**src/design/ili_pkg.sv**
```systemverilog
// shared types and constants for the indexed list block
package ili_pkg;

  localparam int ILI_CAPACITY = 64;
  localparam int DATA_W       = 32;
  localparam int POS_W        = 8;
  localparam int LEN_W        = 7;

  typedef enum logic [2:0] {
    MODE_READ     = 3'd0,
    MODE_INS_HEAD = 3'd1,
    MODE_INS_TAIL = 3'd2,
    MODE_INS_AT   = 3'd3,
    MODE_DELETE   = 3'd4
  } mode_t;

  typedef enum logic [1:0] {
    ST_DONE  = 2'd0,
    ST_RANGE = 2'd1,
    ST_FULL  = 2'd2
  } status_t;

  typedef enum logic [1:0] {
    OP_HOLD   = 2'd0,
    OP_INSERT = 2'd1,
    OP_DELETE = 2'd2
  } cell_op_t;

  typedef struct packed {
    cell_op_t op;
  } cell_ctrl_t;

endpackage

```
**src/design/ili_cell.sv**
```systemverilog
// one storage cell of the shifting list chain
module ili_cell #(
  parameter int IDX   = 0,
  parameter int CMP_W = 8
) (
  input  logic                       clk,
  input  ili_pkg::cell_ctrl_t        ctrl,
  input  logic [CMP_W-1:0]           at,
  input  logic [CMP_W-1:0]           rd_pos,
  input  logic signed [ili_pkg::DATA_W-1:0] ins_value,
  input  logic signed [ili_pkg::DATA_W-1:0] left_data,
  input  logic signed [ili_pkg::DATA_W-1:0] right_data,
  output logic signed [ili_pkg::DATA_W-1:0] data,
  output logic signed [ili_pkg::DATA_W-1:0] tap
);
  import ili_pkg::*;

  localparam logic [CMP_W-1:0] MY_IDX = CMP_W'(IDX);

  logic signed [DATA_W-1:0] data_next;

  always_comb begin
    data_next = data;
    case (ctrl.op)
      OP_INSERT: begin
        if (MY_IDX > at) begin
          data_next = left_data;
        end else if (MY_IDX == at) begin
          data_next = ins_value;
        end
      end
      OP_DELETE: begin
        if (MY_IDX >= at) begin
          data_next = right_data;
        end
      end
      default: data_next = data;
    endcase
  end

  always_ff @(posedge clk) begin
    data <= data_next;
  end

  // drives the read bus only when addressed
  assign tap = (MY_IDX == rd_pos) ? data : '0;

endmodule

```
**config.mk**
```make
export PLATFORM = sky130hd
export DESIGN_NAME = ili_cell
export DESIGN_NICKNAME = d
export VERILOG_FILES = /design/src/design/ili_pkg.sv /design/src/design/ili_cell.sv
export SDC_FILE = /design/constraint.sdc
export NUM_CORES = 1
export LEC_CHECK = 0
export BUFFER_PORTS_ARGS = -buffer_cell sky130_fd_sc_hd__buf_2
export CORE_MARGIN = 3
export CORE_UTILIZATION = 40
export DETAILED_ROUTE_END_ITERATION = 16
export MAX_ROUTING_LAYER = met4
export PLACE_DENSITY = 0.93
export SETUP_SLACK_MARGIN = 0.3
export SLEW_MARGIN = 20
export SYNTH_ARGS = -nofsm -noshare
export SYNTH_HDL_FRONTEND = slang
export SYNTH_SLANG_ARGS = --single-unit
export TNS_END_PERCENT = 100
```
**constraint.sdc**
```tcl
create_clock -name clk -period 4 [get_ports clk]
set_input_delay 0.2 -clock clk [delete_from_list [all_inputs] [get_ports clk]]
set_output_delay 0.2 -clock clk [all_outputs]
set_load 0.05 [all_outputs]
```
==> summary.md <==
| Metric | Value |
|---|---|
| Top reg by flops | data |
| Outcome | finished clean |
| I/O pin cnt | around 180 |
| Core area | between 4000 and 5000 um2 |
| Critical Path End | tap[31] |
| Leading area contributor after synthesis | edfxtp_1 |
| Avg Synthesized Cell Area | 13.1 um2 |
| Hold_buf cts | 0 |
| Vias in the first global route | 1,607 |
| Share of the synthesized area in the top cell type | ~50% |
| Minimum clock period | between 2 and 2.5 ns |
| CTS buffer count | 5 |
| Post-Place Cells | roughly 330 |
| Layout cells sized above 1 | between 70 and 80% |
| IO Port Bufs | 146 |
| Post-cts resize count | 0 |
| Die Y | 75.3 um |
| Worst path most repeated cell | buf_2 |
| Post-layout util | 59.9% |
| Top delay family on crit path | simple AND/OR/NAND/NOR gates |
| Ant diodes | 0 |
| Slew HR | between 30% and 40% |
| Tightest Pin Transition | 0.909 ns |
| CTS Root Buffer Type | clkbuf_8 |
| Initial antenna violation count | 0 |
| Startpoint Class | primary input |
| # fillers | slightly below 400 |
| Cells after synthesis | ~150 |
| DRC violations left | 0 |
| CTS clk-pin slew, worst paths | around 0.060 ns |
| Post-synth cell types | 17 |
| CP max stage delay | between 1 and 1.5 ns |
| VDD IR max | 266 uV |
| Chip width | 75.3 um |
| Power Dens Cells | roughly 260 nW/um2 |
| Post-DR vias/cell | between 4 and 5 |
| Syn_nets | ~260 |
| Hold/Removal Path Class | in -> reg |
| Fmax | around 460 MHz |
| Crit path max fanout | 32 |
| Final net count | between 400 and 500 |
| Ys Warns | 0 |
| Worst EP required | 3.80 ns |
| Synth top area cells | edfxtp_1 50%, mux2_2 18%, nor3_2 16% |
| Worst Setup Path Type | in -> out |
| Max-Cap Viols | 0 |
| Slowest CP cell | or4_2 |
| Routability Congestion | a little over 0.7 |
| Routed WL | roughly 5000 um |
| Pin count of the biggest net entering global routing | 33 |
| Arr. time, crit path | between 1.5 and 2 ns |
| Vias | 1,613 |
| Pleak | 0.00129 uW |
| Gr ovfl total | 0 |
| CTS Sinks | 32 |
| Postcts setup bufs | 0 |
| Final slew viol count | 0 |
| First-pass detailed-route iteration total | 4 |
| Final setup fails | 0 |
| TritonCTS clock tree | done |
| Cell area after synthesis | 1920 um2 |
| Seq/Total Area, Yosys | between 50% and 60% |
| Top flop regs | data (32) |
| Buf/Inv on CP | 2 |
| TNS Setup | 0 ns |
| H-tree levels | 2 |
| Initial core utilization | approximately 43% |
| WP depth | 4 |
| Row count | 24 |
| GRT Util Overall | 17.5% |
| CP startpoint | rd_pos[1] |
| WL per Instance | around 15 um |
| Initial detailed-routing violation count | 63 |
| CP Capture Type | output port |
| Longest Clk Path Bufs | 2 |
| Final worst-path cycle share | around 55% |
| Worst path cell trace | buf_2 -> or4_2 -> nor3_1 -> buf_2 |
| Area growth syn-to-layout | 40.4% |
| Die ar. | 5670 um2 |
| Final HPWL DP | approximately 4000 um |
| Global-route wire length before repair | slightly above 7000 um |
| Final Hold Viols | 0 |
| Routed Antenna Nets | 0 |
| Max reg flops | 32 |
| Unrepaired setup endpoints after global routing | false |
| WHS Path Cells | 2 |
| Final non-filler cell total | 342 |
| Yosys reg bits | 32 |
power breakdown:
group	internal [uW]	switching [uW]	total (uW)
registers	372	0.345	373
clock network	121	103	224
logic	53.5	37.7	91.2
cell type report:
| cell class | instances | area [um2] | share of cell area (%) |
|---|---|---|---|
| Sequential cell | 32 | 961 | 35.6 |
| Timing Repair Buffer | 147 | 738 | 27.4 |
| Multi-Input combinational cell | 71 | 732 | 27.1 |
| Inverter | 32 | 120 | 4.45 |
| Clock buffer | 7 | 76.3 | 2.83 |
| Tap cell | 52 | 65.1 | 2.41 |
| Clock inverter | 1 | 3.75 | 0.139 |
how the worst min path moves through the flow:
stage,startpoint,to,slack (ns)
2_1_floorplan,ins_value[4],data[4],0.40
6_report,right_data[12],data[12],0.23
4_1_cts,ins_value[12],data[12],0.22
5_1_grt,right_data[27],data[27],0.22
3_5_place_dp,right_data[7],data[7],0.51
3_3_place_gp,ins_value[5],data[5],0.49
per-stage QoR:
step,hold WS (ns),setup slack (ns),total power (uW),cell area (um2)
2_1_floorplan,0.401,1.85,430,1920
3_3_place_gp,0.488,1.85,467,2620
3_5_place_dp,0.507,1.82,472,2620
4_1_cts,0.224,1.81,699,2700
5_1_grt,0.218,1.70,725,2700
6_report,0.233,1.81,688,2700
routing by layer:
metal	track usage, %	part of all wire (%)	vias to the layer above
li1	-	-	787
met1	16.3	33	740
met2	35.7	60	84
met3	3.43	6.6	2
met4	4.08	0.72	0
met5	-	0	-
Yosys cell counts, drive strengths merged:
cell / number
edfxtp: 32
inv: 32
mux2: 32
nor3: 32
buf: 10
clkbuf: 2
nor4: 2
or4: 2
and3: 1
nor2b: 1
xor2: 1
layout by cell type (no fill, tap or decap), types with 2 or more instances in the layout:
| cell type | Yosys | final |
|---|---|---|
| buf_2 | 3 | 146 |
| clkbuf_1 | 2 | 2 |
| clkbuf_8 | 0 | 5 |
| edfxtp_1 | 32 | 32 |
| inv_1 | 32 | 32 |
| mux2_1 | 2 | 2 |
| mux2_2 | 30 | 30 |
| nor3_1 | 2 | 2 |
| nor3_2 | 30 | 30 |
| nor4_1 | 2 | 2 |
kinds of logic (layout without fill, tap and decap cells):
family / count (synthesis) / count (layout) / synth area share [%]
flops: 32 / 32 / 50.0
buf+inv: 44 / 187 / 12.3
mux: 32 / 32 / 18.8
simple gates: 38 / 38 / 18.4
xor+xnor: 1 / 1 / 0.456
(Power assumes the default switching activity.)
